`config.mk`:
```
export PLATFORM = sky130hd
export DESIGN_NAME = c_punctuator_classifier
export DESIGN_NICKNAME = d
export VERILOG_FILES = /design/src/cpc_pkg.sv /design/src/cpc_classify.sv /design/src/c_punctuator_classifier.sv
export SDC_FILE = /design/constraint.sdc
export NUM_CORES = 1
export LEC_CHECK = 0
export BUFFER_PORTS_ARGS = -buffer_cell sky130_fd_sc_hd__clkbuf_2
export CORE_MARGIN = 2
export CORE_UTILIZATION = 35
export DETAILED_ROUTE_END_ITERATION = 7
export SLEW_MARGIN = 15
export SYNTH_ARGS = -nofsm -noshare
export SYNTH_HDL_FRONTEND = slang
export SYNTH_SLANG_ARGS = --single-unit
```
`constraint.sdc`:
```
create_clock -name clk_i -period 4.89 [get_ports clk_i]
set_input_delay 0 -clock clk_i [delete_from_list [all_inputs] [get_ports clk_i]]
set_output_delay 0 -clock clk_i [all_outputs]
set_load 0.005 [all_outputs]
```
`src/cpc_pkg.sv`:
```
// Package with character codes, token codes and lookup functions for the punctuator classifier.
`timescale 1ns / 1ps
`default_nettype none

package cpc_pkg;

  localparam int unsigned CharW  = 21;
  localparam int unsigned TokW   = 6;
  localparam int unsigned FlagsW = 22;
  localparam int unsigned LenW   = 2;

  localparam logic [CharW-1:0] CH_EXCL   = 21'h21;
  localparam logic [CharW-1:0] CH_HASH   = 21'h23;
  localparam logic [CharW-1:0] CH_PCT    = 21'h25;
  localparam logic [CharW-1:0] CH_AMP    = 21'h26;
  localparam logic [CharW-1:0] CH_LPAREN = 21'h28;
  localparam logic [CharW-1:0] CH_RPAREN = 21'h29;
  localparam logic [CharW-1:0] CH_STAR   = 21'h2A;
  localparam logic [CharW-1:0] CH_PLUS   = 21'h2B;
  localparam logic [CharW-1:0] CH_COMMA  = 21'h2C;
  localparam logic [CharW-1:0] CH_MINUS  = 21'h2D;
  localparam logic [CharW-1:0] CH_DOT    = 21'h2E;
  localparam logic [CharW-1:0] CH_SLASH  = 21'h2F;
  localparam logic [CharW-1:0] CH_COLON  = 21'h3A;
  localparam logic [CharW-1:0] CH_SEMI   = 21'h3B;
  localparam logic [CharW-1:0] CH_LT     = 21'h3C;
  localparam logic [CharW-1:0] CH_EQ     = 21'h3D;
  localparam logic [CharW-1:0] CH_GT     = 21'h3E;
  localparam logic [CharW-1:0] CH_QUEST  = 21'h3F;
  localparam logic [CharW-1:0] CH_LBRACK = 21'h5B;
  localparam logic [CharW-1:0] CH_BSLASH = 21'h5C;
  localparam logic [CharW-1:0] CH_RBRACK = 21'h5D;
  localparam logic [CharW-1:0] CH_CARET  = 21'h5E;
  localparam logic [CharW-1:0] CH_LBRACE = 21'h7B;
  localparam logic [CharW-1:0] CH_PIPE   = 21'h7C;
  localparam logic [CharW-1:0] CH_RBRACE = 21'h7D;
  localparam logic [CharW-1:0] CH_TILDE  = 21'h7E;

  localparam logic [FlagsW-1:0] FL_NONE      = 22'h000000;
  localparam logic [FlagsW-1:0] FL_COMPARE   = 22'h000001;
  localparam logic [FlagsW-1:0] FL_PREFIX    = 22'h000002;
  localparam logic [FlagsW-1:0] FL_TWO_OPS   = 22'h000004;
  localparam logic [FlagsW-1:0] FL_ASSIGN    = 22'h000008;
  localparam logic [FlagsW-1:0] FL_INFIX     = 22'h000010;
  localparam logic [FlagsW-1:0] FL_PTR_REF   = 22'h000020;
  localparam logic [FlagsW-1:0] FL_PAREN_O   = 22'h000040;
  localparam logic [FlagsW-1:0] FL_PAREN_C   = 22'h000080;
  localparam logic [FlagsW-1:0] FL_ASTERISK  = 22'h000100;
  localparam logic [FlagsW-1:0] FL_INCDEC    = 22'h000200;
  localparam logic [FlagsW-1:0] FL_COMMA     = 22'h000400;
  localparam logic [FlagsW-1:0] FL_STRUCT    = 22'h000800;
  localparam logic [FlagsW-1:0] FL_POINTER   = 22'h001000;
  localparam logic [FlagsW-1:0] FL_ELLIPSIS  = 22'h002000;
  localparam logic [FlagsW-1:0] FL_COLON     = 22'h004000;
  localparam logic [FlagsW-1:0] FL_SEMICOLON = 22'h008000;
  localparam logic [FlagsW-1:0] FL_QUESTION  = 22'h010000;
  localparam logic [FlagsW-1:0] FL_BRACK_O   = 22'h020000;
  localparam logic [FlagsW-1:0] FL_BACKSLASH = 22'h040000;
  localparam logic [FlagsW-1:0] FL_BRACK_C   = 22'h080000;
  localparam logic [FlagsW-1:0] FL_BRACE_O   = 22'h100000;
  localparam logic [FlagsW-1:0] FL_BRACE_C   = 22'h200000;

  localparam logic [LenW-1:0] LEN_ONE   = 2'd1;
  localparam logic [LenW-1:0] LEN_TWO   = 2'd2;
  localparam logic [LenW-1:0] LEN_THREE = 2'd3;

  typedef enum logic [TokW-1:0] {
    TOK_NE        = 6'd0,
    TOK_NOT       = 6'd1,
    TOK_HASHHASH  = 6'd2,
    TOK_HASH      = 6'd3,
    TOK_MOD_ASGN  = 6'd4,
    TOK_MOD       = 6'd5,
    TOK_ANDAND    = 6'd6,
    TOK_AND_ASGN  = 6'd7,
    TOK_AMP       = 6'd8,
    TOK_LPAREN    = 6'd9,
    TOK_RPAREN    = 6'd10,
    TOK_MUL_ASGN  = 6'd11,
    TOK_STAR      = 6'd12,
    TOK_INC       = 6'd13,
    TOK_ADD_ASGN  = 6'd14,
    TOK_PLUS      = 6'd15,
    TOK_COMMA     = 6'd16,
    TOK_DEC       = 6'd17,
    TOK_SUB_ASGN  = 6'd18,
    TOK_ARROW     = 6'd19,
    TOK_MINUS     = 6'd20,
    TOK_ELLIPSIS  = 6'd21,
    TOK_DOTDOT    = 6'd22,
    TOK_DOT       = 6'd23,
    TOK_DIV_ASGN  = 6'd24,
    TOK_DIV       = 6'd25,
    TOK_COLON     = 6'd26,
    TOK_SEMI      = 6'd27,
    TOK_SHL_ASGN  = 6'd28,
    TOK_SHL       = 6'd29,
    TOK_LE        = 6'd30,
    TOK_LT        = 6'd31,
    TOK_EQEQ      = 6'd32,
    TOK_ASGN      = 6'd33,
    TOK_SHR_ASGN  = 6'd34,
    TOK_SHR       = 6'd35,
    TOK_GE        = 6'd36,
    TOK_GT        = 6'd37,
    TOK_QUEST     = 6'd38,
    TOK_LBRACK    = 6'd39,
    TOK_BSLASH    = 6'd40,
    TOK_RBRACK    = 6'd41,
    TOK_XOR_ASGN  = 6'd42,
    TOK_XOR       = 6'd43,
    TOK_LBRACE    = 6'd44,
    TOK_OR_ASGN   = 6'd45,
    TOK_OROR      = 6'd46,
    TOK_PIPE      = 6'd47,
    TOK_RBRACE    = 6'd48,
    TOK_TILDE     = 6'd49,
    TOK_INVALID   = 6'd50
  } token_e;

  typedef struct packed {
    logic [TokW-1:0]   token;
    logic [FlagsW-1:0] flags;
    logic [LenW-1:0]   consumed;
    logic              invalid;
  } result_t;

  function automatic logic [FlagsW-1:0] token_flags(input token_e tok);
    logic [FlagsW-1:0] fl;
    case (tok) inside
      TOK_NE, TOK_LE, TOK_LT, TOK_EQEQ, TOK_GE, TOK_GT: fl = FL_COMPARE;
      TOK_NOT, TOK_TILDE: fl = FL_PREFIX;
      TOK_HASHHASH: fl = FL_TWO_OPS;
      TOK_MOD_ASGN, TOK_AND_ASGN, TOK_MUL_ASGN, TOK_ADD_ASGN, TOK_SUB_ASGN,
      TOK_DIV_ASGN, TOK_SHL_ASGN, TOK_ASGN, TOK_SHR_ASGN, TOK_XOR_ASGN,
      TOK_OR_ASGN: fl = FL_ASSIGN;
      TOK_MOD, TOK_ANDAND, TOK_PLUS, TOK_MINUS, TOK_DIV, TOK_SHL, TOK_SHR,
      TOK_XOR, TOK_OROR, TOK_PIPE: fl = FL_INFIX;
      TOK_AMP: fl = FL_INFIX | FL_PTR_REF;
      TOK_LPAREN: fl = FL_PAREN_O;
      TOK_RPAREN: fl = FL_PAREN_C;
      TOK_STAR: fl = FL_ASTERISK;
      TOK_INC, TOK_DEC: fl = FL_INCDEC;
      TOK_COMMA: fl = FL_COMMA;
      TOK_ARROW: fl = FL_STRUCT | FL_POINTER;
      TOK_DOT: fl = FL_STRUCT;
      TOK_ELLIPSIS: fl = FL_ELLIPSIS;
      TOK_COLON: fl = FL_COLON;
      TOK_SEMI: fl = FL_SEMICOLON;
      TOK_QUEST: fl = FL_QUESTION;
      TOK_LBRACK: fl = FL_BRACK_O;
      TOK_BSLASH: fl = FL_BACKSLASH;
      TOK_RBRACK: fl = FL_BRACK_C;
      TOK_LBRACE: fl = FL_BRACE_O;
      TOK_RBRACE: fl = FL_BRACE_C;
      default: fl = FL_NONE;
    endcase
    return fl;
  endfunction

  function automatic logic [LenW-1:0] token_len(input token_e tok);
    logic [LenW-1:0] len;
    case (tok) inside
      TOK_ELLIPSIS, TOK_SHL_ASGN, TOK_SHR_ASGN: len = LEN_THREE;
      TOK_NE, TOK_HASHHASH, TOK_MOD_ASGN, TOK_ANDAND, TOK_AND_ASGN, TOK_MUL_ASGN,
      TOK_INC, TOK_ADD_ASGN, TOK_DEC, TOK_SUB_ASGN, TOK_ARROW, TOK_DOTDOT,
      TOK_DIV_ASGN, TOK_SHL, TOK_LE, TOK_EQEQ, TOK_SHR, TOK_GE, TOK_XOR_ASGN,
      TOK_OR_ASGN, TOK_OROR: len = LEN_TWO;
      default: len = LEN_ONE;
    endcase
    return len;
  endfunction

endpackage

`default_nettype wire

```
`src/cpc_classify.sv`:
```
// Longest-match decoder that maps three characters to a punctuator result.
`timescale 1ns / 1ps
`default_nettype none

module cpc_classify (
  input  wire logic [cpc_pkg::CharW-1:0] first_char_i,
  input  wire logic [cpc_pkg::CharW-1:0] second_char_i,
  input  wire logic [cpc_pkg::CharW-1:0] third_char_i,
  output cpc_pkg::result_t               result_o
);

  cpc_pkg::token_e tok;
  logic b_eq, b_plus, b_minus, b_amp, b_gt, b_lt, b_dot, b_pipe, b_hash;
  logic c_eq, c_dot;

  assign b_eq    = (second_char_i == cpc_pkg::CH_EQ);
  assign b_plus  = (second_char_i == cpc_pkg::CH_PLUS);
  assign b_minus = (second_char_i == cpc_pkg::CH_MINUS);
  assign b_amp   = (second_char_i == cpc_pkg::CH_AMP);
  assign b_gt    = (second_char_i == cpc_pkg::CH_GT);
  assign b_lt    = (second_char_i == cpc_pkg::CH_LT);
  assign b_dot   = (second_char_i == cpc_pkg::CH_DOT);
  assign b_pipe  = (second_char_i == cpc_pkg::CH_PIPE);
  assign b_hash  = (second_char_i == cpc_pkg::CH_HASH);
  assign c_eq    = (third_char_i == cpc_pkg::CH_EQ);
  assign c_dot   = (third_char_i == cpc_pkg::CH_DOT);

  always_comb begin
    unique case (first_char_i)
      cpc_pkg::CH_EXCL:   tok = b_eq ? cpc_pkg::TOK_NE : cpc_pkg::TOK_NOT;
      cpc_pkg::CH_HASH:   tok = b_hash ? cpc_pkg::TOK_HASHHASH : cpc_pkg::TOK_HASH;
      cpc_pkg::CH_PCT:    tok = b_eq ? cpc_pkg::TOK_MOD_ASGN : cpc_pkg::TOK_MOD;
      cpc_pkg::CH_AMP: begin
        tok = b_amp ? cpc_pkg::TOK_ANDAND :
              b_eq  ? cpc_pkg::TOK_AND_ASGN : cpc_pkg::TOK_AMP;
      end
      cpc_pkg::CH_LPAREN: tok = cpc_pkg::TOK_LPAREN;
      cpc_pkg::CH_RPAREN: tok = cpc_pkg::TOK_RPAREN;
      cpc_pkg::CH_STAR:   tok = b_eq ? cpc_pkg::TOK_MUL_ASGN : cpc_pkg::TOK_STAR;
      cpc_pkg::CH_PLUS: begin
        tok = b_plus ? cpc_pkg::TOK_INC :
              b_eq   ? cpc_pkg::TOK_ADD_ASGN : cpc_pkg::TOK_PLUS;
      end
      cpc_pkg::CH_COMMA:  tok = cpc_pkg::TOK_COMMA;
      cpc_pkg::CH_MINUS: begin
        tok = b_minus ? cpc_pkg::TOK_DEC :
              b_eq    ? cpc_pkg::TOK_SUB_ASGN :
              b_gt    ? cpc_pkg::TOK_ARROW : cpc_pkg::TOK_MINUS;
      end
      cpc_pkg::CH_DOT: begin
        tok = !b_dot ? cpc_pkg::TOK_DOT :
              c_dot  ? cpc_pkg::TOK_ELLIPSIS : cpc_pkg::TOK_DOTDOT;
      end
      cpc_pkg::CH_SLASH:  tok = b_eq ? cpc_pkg::TOK_DIV_ASGN : cpc_pkg::TOK_DIV;
      cpc_pkg::CH_COLON:  tok = cpc_pkg::TOK_COLON;
      cpc_pkg::CH_SEMI:   tok = cpc_pkg::TOK_SEMI;
      cpc_pkg::CH_LT: begin
        tok = b_lt ? (c_eq ? cpc_pkg::TOK_SHL_ASGN : cpc_pkg::TOK_SHL) :
              b_eq ? cpc_pkg::TOK_LE : cpc_pkg::TOK_LT;
      end
      cpc_pkg::CH_EQ:     tok = b_eq ? cpc_pkg::TOK_EQEQ : cpc_pkg::TOK_ASGN;
      cpc_pkg::CH_GT: begin
        tok = b_gt ? (c_eq ? cpc_pkg::TOK_SHR_ASGN : cpc_pkg::TOK_SHR) :
              b_eq ? cpc_pkg::TOK_GE : cpc_pkg::TOK_GT;
      end
      cpc_pkg::CH_QUEST:  tok = cpc_pkg::TOK_QUEST;
      cpc_pkg::CH_LBRACK: tok = cpc_pkg::TOK_LBRACK;
      cpc_pkg::CH_BSLASH: tok = cpc_pkg::TOK_BSLASH;
      cpc_pkg::CH_RBRACK: tok = cpc_pkg::TOK_RBRACK;
      cpc_pkg::CH_CARET:  tok = b_eq ? cpc_pkg::TOK_XOR_ASGN : cpc_pkg::TOK_XOR;
      cpc_pkg::CH_LBRACE: tok = cpc_pkg::TOK_LBRACE;
      cpc_pkg::CH_PIPE: begin
        tok = b_eq   ? cpc_pkg::TOK_OR_ASGN :
              b_pipe ? cpc_pkg::TOK_OROR : cpc_pkg::TOK_PIPE;
      end
      cpc_pkg::CH_RBRACE: tok = cpc_pkg::TOK_RBRACE;
      cpc_pkg::CH_TILDE:  tok = cpc_pkg::TOK_TILDE;
      default:            tok = cpc_pkg::TOK_INVALID;
    endcase
  end

  assign result_o.token    = tok;
  assign result_o.flags    = cpc_pkg::token_flags(tok);
  assign result_o.consumed = cpc_pkg::token_len(tok);
  assign result_o.invalid  = (tok == cpc_pkg::TOK_INVALID) || (tok == cpc_pkg::TOK_DOTDOT);

endmodule

`default_nettype wire

```
`src/c_punctuator_classifier.sv`:
```
// Top level of the C punctuator classifier: input register, decoder and result register.
// The result register loads the decoded contents of the input register while it is empty or
// not stalled, and the result transaction is offered from the result register.
// Throughput: one transaction per cycle; while a result is stalled the input register
// still takes a new transaction only if it is empty.
// Reset: rst_ni clears both valid flags asynchronously; payload registers are not reset.
`timescale 1ns / 1ps
`default_nettype none

module c_punctuator_classifier (
  input  wire logic                          clk_i,
  input  wire logic                          rst_ni,
  input  wire logic                          in_valid_i,
  output logic                               in_stall_o,
  input  wire logic [cpc_pkg::CharW-1:0]     first_char_i,
  input  wire logic [cpc_pkg::CharW-1:0]     second_char_i,
  input  wire logic [cpc_pkg::CharW-1:0]     third_char_i,
  output logic                               out_valid_o,
  input  wire logic                          out_stall_i,
  output logic [cpc_pkg::TokW-1:0]           token_number_o,
  output logic [cpc_pkg::FlagsW-1:0]         category_flags_o,
  output logic [cpc_pkg::LenW-1:0]           consumed_o,
  output logic                               invalid_o
);

  logic                      in_vld_q;
  logic [cpc_pkg::CharW-1:0] first_q, second_q, third_q;
  logic                      out_vld_q;
  cpc_pkg::result_t          res_d, res_q;
  logic                      out_load, in_load;

  assign out_load   = !out_vld_q || !out_stall_i;
  assign in_stall_o = in_vld_q && !out_load;
  assign in_load    = in_valid_i && !in_stall_o;

  always_ff @(posedge clk_i or negedge rst_ni) begin
    if (!rst_ni) begin
      in_vld_q  <= 1'b0;
      out_vld_q <= 1'b0;
    end else begin
      if (!in_stall_o) begin
        in_vld_q <= in_valid_i;
      end
      if (out_load) begin
        out_vld_q <= in_vld_q;
      end
    end
  end

  always_ff @(posedge clk_i) begin
    if (in_load) begin
      first_q  <= first_char_i;
      second_q <= second_char_i;
      third_q  <= third_char_i;
    end
    if (out_load && in_vld_q) begin
      res_q <= res_d;
    end
  end

  cpc_classify u_classify (
    .first_char_i  (first_q),
    .second_char_i (second_q),
    .third_char_i  (third_q),
    .result_o      (res_d)
  );

  assign out_valid_o      = out_vld_q;
  assign token_number_o   = res_q.token;
  assign category_flags_o = res_q.flags;
  assign consumed_o       = res_q.consumed;
  assign invalid_o        = res_q.invalid;

endmodule

`default_nettype wire
```
# == After elaboration in Yosys (flattened, before gate mapping) ==
# Cells that the tools add are included.
# classes
eq_ne,86
n_mux,47
reduce_logical,36
# ops
operator,count
$eq A21 B6 Y1 const B,28
$eq A21 B7 Y1 const B,9
$pmux W6 S26,1
$eq A6 B6 Y1 const B,19
$eq A6 B5 Y1 const B,16
$mux W6,9
$eq A6 B4 Y1 const B,8
$reduce_or A47 Y1,1
$reduce_or A46 Y1,1
$reduce_or A45 Y1,1
$reduce_or A44 Y1,1
$reduce_or A43 Y1,1
$reduce_or A42 Y1,1
$reduce_or A41 Y1,1
$reduce_or A40 Y1,1
$reduce_or A39 Y1,1
$reduce_or A37 Y1,1
$reduce_or A36 Y1,1
$reduce_or A34 Y1,1
$reduce_or A33 Y1,1
$reduce_or A32 Y1,1
$reduce_or A31 Y1,1
$reduce_or A30 Y1,1
$mux W13,2
other kinds (35),61
# word_totals
register_bits,96
input_bits,67
output_inout_bits,33
word_cells,197

# == Logic depth before layout (Yosys ltp) ==
# depth
ltp_word,27
depth_mapped,12

# == Modules after synthesis ==
# From an unflattened synthesis, not the netlist that was laid out.
# hier_totals
cells_unflattened,382
hier_area_um2,4718.3
# modules_own_cells
mod,n_inst,cells_per_inst,area_per_inst_um2
c_punctuator_classifier,1,102,2915.3
cpc_classify,1,280,1803.0

# == Least setup slack after synthesis ==
# Ideal clock, no wire load.
# synth_timing
kind,reg-to-reg
start,register third_q[11] (netlist name)
end,"register res_q, in the netlist category_flags_o[4], data pin"
setup_ns,0.261
arrival_ns,3.167
required_time_ns,4.629
setup_slack_ns,1.462
path_stages_with_launch,12
n_path_buf,1
period_less_slack_ns,3.428
cell_sequence,edfxtp_1 or4_1 or4_4 or4_4 or2b_2 o2111ai_2 nor4b_4 buf_6 inv_6 nand2_1 xor2_1 a311o_1
# synth_rtl
item,line_no,text
from (decl),c_punctuator_classifier.sv:27,"logic [cpc_pkg::CharW-1:0] first_q, second_q, third_q;"
from (signal assigned),c_punctuator_classifier.sv:54,third_q <= third_char_i;
to (signal assigned),c_punctuator_classifier.sv:57,res_q <= res_d;
to (decl),c_punctuator_classifier.sv:29,"cpc_pkg::result_t res_d, res_q;"

# == Final worst setup path ==
# layout_timing
start,register second_q[17] (netlist name)
end,"register res_q, in the netlist consumed_o[0], data pin"
# layout_between
elab_chain_cells,8
# layout_rtl
item,line_no,text
from (decl),c_punctuator_classifier.sv:27,
from (signal assigned),c_punctuator_classifier.sv:53,second_q <= second_char_i;
$eq A21 B6 Y1,cpc_classify.sv:20,assign b_gt = (second_char_i == cpc_pkg::CH_GT);
$mux W3,cpc_classify.sv:48,b_gt ? cpc_pkg::TOK_ARROW : cpc_pkg::TOK_MINUS;
$mux W6,cpc_classify.sv:47,b_eq ? cpc_pkg::TOK_SUB_ASGN :
$mux W6,cpc_classify.sv:46,tok = b_minus ? cpc_pkg::TOK_DEC :
$pmux W6 S26 *,cpc_classify.sv:29,unique case (first_char_i)
$eq A6 B6 Y1 (tied with other cells),cpc_classify.sv:84,assign result_o.consumed = cpc_pkg::token_len(tok);
$reduce_or A21 Y1,cpc_pkg.sv:163,case (tok) inside
$mux W2,cpc_pkg.sv:163,
# Every way passes the cells marked *; elsewhere a longest branch is shown, timed or not.
# A chain may end at the register's enable or synchronous reset.

==> results.sh <==
export IMPL_r2r_start="second_q[17]"
export IMPL_critical_path_class="reg -> reg"
export IMPL_max_slew_margin_pct=54.1
export IMPL_grt_overflow_total=0
export IMPL_portBuffers=99
export IMPL_start_util_pct=35.6
export IMPL_setup_tns_ns=0
export IMPL_avgSynthCellArea_um2=12.4
export IMPL_syn2layout_area_growth_pct=35.9
export IMPL_drt_total_wl_um=13000
export IMPL_gp_congestion=0.997
export IMPL_ir_worst_vdd_mv=0.185
export IMPL_finalCritPeriodShare_pct=80.9
export IMPL_multi_input_area_mm2=0.00170
export IMPL_cts_made_buffers=9
export IMPL_dieWidth_um=120
export IMPL_firstDrtPassIters=5
export IMPL_layout_commonest_cell="clkbuf_2"
export IMPL_clkPwrFrac_pct=39.5
export IMPL_rsz0062_at_grt="false"
export IMPL_synth_compound_area_share_pct=10.7
export IMPL_finalHoldViolations=0
export IMPL_worstSkewPairLatency_ns=0.35
export IMPL_synthArstFlopShare_pct=2.08
export IMPL_ioPinCount=100
export IMPL_max_freq_mhz=253
export IMPL_synth_adder_area_share_pct=0
export IMPL_switchingPower_mw=0.408
export IMPL_clkSinkCount=96
export IMPL_vias=3883
export IMPL_cts_setup_buffers=0
export IMPL_drt_wirelength_per_cell_um=17.8
export IMPL_cp_arrival_ns=4.06
export IMPL_synth_top_family_by_area="simple AND/OR/NAND/NOR gates"
export IMPL_synth_area_leader_cell="edfxtp_1"
export IMPL_p_sw_share_pct=21.5
export IMPL_via_per_inst=5.32
export IMPL_synth_top_area_share_pct=60.1
export IMPL_nFillCells=1215
export IMPL_clock_skew_ns=0.00970
export IMPL_ys_warn_count=0
export IMPL_finalCriticalPeriod_ns=3.96
export IMPL_synth_simple_area_share_pct=24.1
export IMPL_grt_pass1_vias=3959
export IMPL_intPower_mw=1.49
export IMPL_worst_slew_pin_slew_ns=0.682
export IMPL_final_cell_mix="99 x clkbuf_2, 94 x edfxtp_1, 68 x dlygate4sd3_1"
export IMPL_holdWs_ns=0.358
export IMPL_dieArea_mm2=0.0144
export IMPL_start_kind="flip-flop"
export IMPL_final_nets=617
export IMPL_synth_edff_count=94
export IMPL_post_cts_resized=0
export IMPL_track_usage_pct=19.0
export IMPL_die_y_um=120
export IMPL_hold_class="in -> reg"
export IMPL_ys_types=78
export IMPL_synth_top_cells_by_area="edfxtp_1 60%, nor3_1 2.6%, nor4_1 2.3%"
export IMPL_cts_tree="done"
export IMPL_seqPwrFrac_pct=52.1
export IMPL_grt_pass1_wl_um=21000
export IMPL_ys_ff_latch=96
export IMPL_synth_nets=445
export IMPL_drc_errors=0
export IMPL_synth_ff_type="edfxtp_1"
export IMPL_fp_coreArea_mm2=0.0132
export IMPL_outcome="completed"
export IMPL_muxShareOfSynthArea_pct=0.772
export IMPL_p_comb_share_pct=8.5
export IMPL_diodes=0
export IMPL_drtAntennaViolNets=0
export IMPL_drv_slew=0
export IMPL_hold_start="second_char_i[5]"
export IMPL_drtIter0Drc=233
export IMPL_critPathLaunch="second_q[17]"
export IMPL_drive_above_1_share_pct=27.6
export IMPL_syn_area_mm2=0.00470
export IMPL_h_tree_depth=3
export IMPL_cts_root_buf="clkbuf_16"
export IMPL_maxCapViolations=0
export IMPL_regArea_mm2=0.00287
export IMPL_leakagePower_nw=2.31
export IMPL_seq_area_frac_synth_pct=61.1
export IMPL_clkTransAtPathRegs_ns=0.07
export IMPL_power_density_mw_per_mm2=298
export IMPL_crit_required_ns=4.99
export IMPL_crit_fanout=11
export IMPL_syn_inst=378
export IMPL_antenna_found_initial=0
export IMPL_setup_viol=0
export IMPL_cp_end_kind="flip-flop"
export IMPL_yosys_area_share_xor_xnor_pct=0.559
export IMPL_num_rows=42
export IMPL_clockBufferDepth=2
export IMPL_grt_max_degree=55
export IMPL_dp_hpwl_um=9170
-- repair_timing --
| item | 4_1_cts | 5_1_grt |
|---|---|---|
| hold buffers | 68 | 0 |
| setup endpoints to repair | 0 | 0 |
| hold endpoints to repair | 67 | 0 |
-- critical path: stages (launching register included) --
cell,delay (ns)
edfxtp_1,0.39
or4_1,0.61
nor4b_2,0.50
nand2_1,0.17
a2111oi_0,0.55
o2111ai_2,0.22
nor4b_4,0.24
buf_4,0.24
mux2_2,0.35
o2111a_1,0.28
and3_1,0.16
-- flip-flops by register name (all words and copies together), names as in the netlist --
| register | cells |
|---|---|
| category_flags_o | 22 |
| consumed_o | 2 |
| first_q | 21 |
| in_vld_q | 1 |
| invalid_o | 1 |
| out_valid_o | 1 |
| second_q | 21 |
| third_q | 21 |
| token_number_o | 6 |
-- path summary, 6_finish.rpt --
check	endpoint	slack (ns)	cells after the start
setup / recovery	consumed_o[0]	0.93	10
hold / removal	second_q[5]	0.36	2
setup reg to reg	consumed_o[0]	0.93	10
hold reg to reg	out_valid_o	0.49	1
max in group asynchronous	out_valid_o	4.25	3
min in group asynchronous	in_vld_q	0.51	3
-- cell families (layout without fill, tap and decap cells) --
family | count (synthesis) | in the layout
AND/OR/NAND/NOR | 186 | 186
flip-flops | 96 | 96
AO/OA/AOI/OAI | 69 | 69
buffers and inverters | 21 | 197
XOR/XNOR | 3 | 3
multiplexers | 3 | 3
-- cell type report --
class,instances,share of cell area [%]
Inverter,6,0.431
Clock buffer,9,3.53
Clock inverter,6,1.45
Multi-Input combinational cell,261,26.7
Sequential cell,96,45.0
Timing Repair Buffer,176,19.5
Tap cell,176,3.45
-- metrics by stage --
stage | area [um2] | setup WS (ns) | utilization (%) | instances | total power [mW]
after CTS | 6390 | 0.910 | 48.4 | 730 | 1.91
after global routing | 6390 | 0.639 | 48.4 | 730 | 1.97
after global placement | 5390 | 1.01 | 40.8 | 647 | 1.12
after floorplan | 4700 | 1.46 | - | 378 | 1.06
final | 6390 | 0.934 | 48.4 | 730 | 1.90
after detailed placement | 5390 | 0.932 | 40.8 | 647 | 1.13
-- cells in the mapped netlist, types with 3 or more instances --
cell type	instances
edfxtp_1	94
nor2_1	26
nor3_1	24
nand2_1	22
nor4_1	17
nand3_1	15
nand4_1	13
o21ai_0	12
a21oi_1	11
nand2b_1	8
clkbuf_1	7
and2_1	5
inv_1	5
nor2b_1	5
o211ai_1	5
a211oi_1	4
nand4b_1	4
or4_1	4
a21boi_0	3
a221oi_1	3
and3_1	3
clkbuf_8	3
nand3b_1	3
nor3b_1	3
nor4b_1	3
o31ai_1	3
or2_2	3
or2b_2	3
-- metal layers --
layer / global-route usage, % / wire, um / up-vias
met2: 32.4 / 6410 / 163
met4: 8.24 / 448 / 0
met5: 0 / 0 / -
met1: 23.1 / 5270 / 1823
li1: - / - / 1862
met3: 4.52 / 832 / 35
-- power by group through the flow --
stage / logic, mW / registers [mW] / clock network (mW)
5_1_grt: 0.176 / 0.996 / 0.799
3_5_place_dp: 0.117 / 1.01 / 0
4_1_cts: 0.160 / 0.990 / 0.762
3_3_place_gp: 0.115 / 1.01 / 0
6_report: 0.161 / 0.990 / 0.750
2_1_floorplan: 0.0604 / 1.00 / 0
Note: power is estimated with default switching activity, not from simulation.
